--- src/design/assert_macros.svh ---
// Assertion macros for the design files; they sample on clk and are disabled in reset.
`ifndef ASSERT_MACROS_SVH
`define ASSERT_MACROS_SVH

// Same-cycle implication: whenever ante holds, cons must hold too.
`define ASSERT_IMPL(label, ante, cons, msg) \
	label: assert property (@(posedge clk) disable iff (!arst_n) (ante) |-> (cons)) \
		else $error(msg);

// Next-cycle implication: whenever ante holds, cons must hold in the cycle after.
`define ASSERT_NEXT(label, ante, cons, msg) \
	label: assert property (@(posedge clk) disable iff (!arst_n) (ante) |=> (cons)) \
		else $error(msg);

`endif

--- src/design/bft_ram.sv ---
// Generic simple dual-port RAM with one write port and a registered read port.
`timescale 1ns / 1ps

module bft_ram #(
	parameter int WIDTH = 8,
	parameter int DEPTH = 512
) (
	input  logic                                    clk,
	input  logic                                    we,
	input  logic [(DEPTH > 1 ? $clog2(DEPTH) : 1)-1:0] waddr,
	input  logic [WIDTH-1:0]                        wdata,
	input  logic                                    re,
	input  logic [(DEPTH > 1 ? $clog2(DEPTH) : 1)-1:0] raddr,
	output logic [WIDTH-1:0]                        rdata
);

	logic [WIDTH-1:0] mem [DEPTH];

	// Write port.
	always_ff @(posedge clk) begin
		if (we) begin
			mem[waddr] <= wdata;
		end
	end

	// Registered read port; the data holds while no read is issued.
	always_ff @(posedge clk) begin
		if (re) begin
			rdata <= mem[raddr];
		end
	end

endmodule

--- config.mk ---
export PLATFORM = sky130hd
export DESIGN_NAME = bft_ram
export DESIGN_NICKNAME = d
export VERILOG_FILES = /design/src/design/assert_macros.svh /design/src/design/bft_ram.sv
export SDC_FILE = /design/constraint.sdc
export NUM_CORES = 2
export LEC_CHECK = 0
export BUFFER_PORTS_ARGS = -buffer_cell sky130_fd_sc_hd__buf_2
export CORE_MARGIN = 2
export CORE_UTILIZATION = 30
export DETAILED_ROUTE_END_ITERATION = 16
export GPL_ROUTABILITY_DRIVEN = 0
export SLEW_MARGIN = 20
export SYNTH_ARGS = -nofsm -noshare
export SYNTH_HDL_FRONTEND = slang
export SYNTH_SLANG_ARGS = --single-unit
--- constraint.sdc ---
create_clock -name clk -period 4.4 [get_ports clk]
set_input_delay 0.88 -clock clk [delete_from_list [all_inputs] [get_ports clk]]
set_output_delay 0.88 -clock clk [all_outputs]
set_load 0.01 [all_outputs]
==> impl_metrics.py <==
metrics = {
    "outcome": {
        "status": "complete, no violations",
    },
    "timing": {
        "final-setup-viol-count": 0,
        "hold_violations": 0,
        "fin_ws_ps": 481.3,
        "post-route-min-period_ps": 3919,
        "rsz0062_at_grt": "false",
        "skew_ps": 115.4,
        "final_max_slew_viol_count": 0,
        "clock.fmax_mhz": 255.2,
        "finalCritPeriodShare_pct": 89.06,
        "tightest_slew_ps": 1261,
        "relSlewSlack_pct": 15.07,
    },
    "yosys": {
        "synth_compound_area_share_pct": 4.311,
        "synthXorXnorAreaFrac_pct": 0,
        "synth.net_count": 8059,
        "yosysWarnings": 0,
        "synth_top_family_by_area": "multiplexers",
        "yosysSeqAreaShare_pct": 77.02,
        "synth_edf_count": 4104,
        "synthMuxAreaShare_pct": 14.19,
        "synth_seq_cells": 4104,
        "netlist_instances": 8030,
        "netlist_area_um2": 160000,
        "synthSimpleGateAreaFrac_pct": 2.630,
        "synth_adder_area_share_pct": 0,
        "synth_area_per_cell_um2": 19.93,
        "yosysUniqueCellTypes": 50,
        "synth_ff_type": "edfxtp_1",
        "async_reset_ff_share_pct": 0,
    },
    "setup_path": {
        "cpMaxStageDelayCell": "nor4_1",
        "critPathMaxFanout": 19,
        "end_kind": "register",
        "start_kind": "input port",
        "crit_top_cell": "buf_12",
        "required_ps": 5230,
        "crit_arrival_ps": 4750,
        "worstSetupPathType": "input port to register",
        "max_stage_delay_ps": 690,
        "path_cells": "buf_12 -> buf_12 -> buf_12 -> mux2i_1 -> o221ai_1 -> nor3_1 -> nor4_1 -> o311ai_0 -> buf_4 -> nor4_1 -> buf_4 -> o2111a_1",
    },
    "run": {
        "maxCapViolCount": 0,
    },
    "global_route": {
        "grt_max_degree": 118,
        "grt-ovfl-total": 0,
        "grt_pass1_wl_um": 618900,
        "grt_pass1_vias": 84330,
        "antenna_found_initial": 16,
        "track_usage_pct": 15.57,
    },
    "clock_network": {
        "clockBufferDepth": 4,
        "htree_levels": 5,
        "postCtsResizedCells": 0,
        "root_buffer": "clkbuf_16",
        "worstSkewPairLatency_ps": 990,
        "postCtsHoldBufs": 0,
        "numCtsBuffers": 397,
        "cts_tree": "done",
        "cts_setup_buffers": 0,
        "clock-sinks": 4104,
        "clk_pin_slew_worst_paths_ps": 60,
    },
    "power_and_ir_drop": {
        "power_leakage_nw": 58.11,
        "vdd_drop_max_uv": 329.1,
        "powerDensity_nw_per_um2": 438.7,
    },
    "floorplan": {
        "core_um2": 531800,
        "die_area_um2": 539200,
        "dieWidth_um": 734.3,
        "ioPinCount": 37,
        "start_util_pct": 30.09,
        "num_rows": 268,
        "die_h_um": 734.3,
    },
    "min_path": {
        "min_path_type": "input port to register",
    },
    "detailed_routing": {
        "ant_nets": 0,
        "viasPerCell": 5.237,
        "vias": 83240,
        "drtIter0Drc": 10180,
        "wl_per_cell_um": 27.41,
        "drt-total-wl_um": 435700,
        "drt-pass1-iter-count": 8,
        "drc": 0,
    },
    "placed_design": {
        "place_area_um2": 172100,
        "portBuffers": 36,
        "place_hpwl_um": 275100,
        "pre_cts_ws_ps": -492.1,
    },
    "cells_and_area": {
        "final_cell_mix": "edfxtp_1, mux2i_1, mux4_2",
        "drive_gt1_share_pct": 21.16,
        "multi_input_area_um2": 34010,
        "seq_area_um2": 123200,
        "area_delta_synth_final_pct": 15.68,
        "final_cell_area_um2": 185100,
        "layout_commonest_cell": "edfxtp_1",
        "nFillCells": 49010,
        "fin_nets": 8555,
    },
}
==> cell usage after synthesis, types with 61 or more instances <==
master	instances	share of area, %
mux2i_1	797	5.0
buf_4	70	0.33
o22ai_1	163	0.64
nand2_1	111	0.26
o221ai_1	371	2.0
a21oi_1	194	0.61
nor2_1	597	1.4
edfxtp_1	4104	77
a22oi_1	61	0.29
o21ai_0	118	0.37
buf_6	64	0.45
clkbuf_1	265	0.62
nor3_1	109	0.34
mux4_2	654	9.2
==> sequential cells by signal, summed over array words and instances (netlist names) <==
register,cells
mem,4096
rdata,8
==> critical path, delay by kind of cell <==
kind	cells	cell delay, ps
compound gates	3	1060
buf+inv	5	1210
mux	1	100
simple gates	3	1420
==> stage by stage <==
stage	hold WS [ps]	util [%]	TNS (ps)	cells	total power, mW
finish	321.7	34.80	0	15900	81.20
floorplan	978.9	-	0	8030	45.97
detailed placement	1251	32.35	-823.0	15150	48.08
CTS	262.0	34.79	0	15880	81.68
global route	284.8	34.80	0	15880	83.26
global placement	1237	32.35	-1315	15150	48.00
==> power breakdown <==
part	internal (mW)	switching, mW	total, mW
registers	43.1	0.0319	43.1
clock network	19.1	14.8	33.9
logic	1.38	2.78	4.16
total	63.6	17.6	81.2
==> layer usage <==
layer / vias up / global-route usage, % / routed length [µm]
li1: 34470 / - / -
met1: 44340 / 20.46 / 173100
met2: 3671 / 25.79 / 210300
met3: 759 / 2.684 / 33840
met4: 4 / 6.051 / 18410
met5: - / 0 / 24
==> cell type report <==
type	instances	area share (%)
Inverter	3	0.01014
Tap cell	7020	4.745
Clock inverter	258	1.396
Timing Repair Buffer	610	3.266
Sequential cell	4104	66.58
Multi-Input combinational cell	3410	18.38
Clock buffer	476	5.608
Antenna cell	14	0.01893
==> worst paths after layout <==
path / from / to / slack [ps] / depth (start not counted)
setup / recovery: raddr[0] / rdata[2] / 480 / 12
setup reg to reg: mem[259][2] / rdata[2] / 810 / 9
hold / removal: wdata[5] / mem[402][5] / 320 / 1
hold reg to reg: mem[152][0] / rdata[0] / 1300 / 5
==> logic make-up after synthesis <==
kind of cell / count (synthesis)
AND/OR/NAND/NOR: 980
AO/OA/AOI/OAI: 979
flip-flops: 4104
multiplexers: 1451
buffers and inverters: 516
Note: power is estimated with default switching activity, not from simulation.
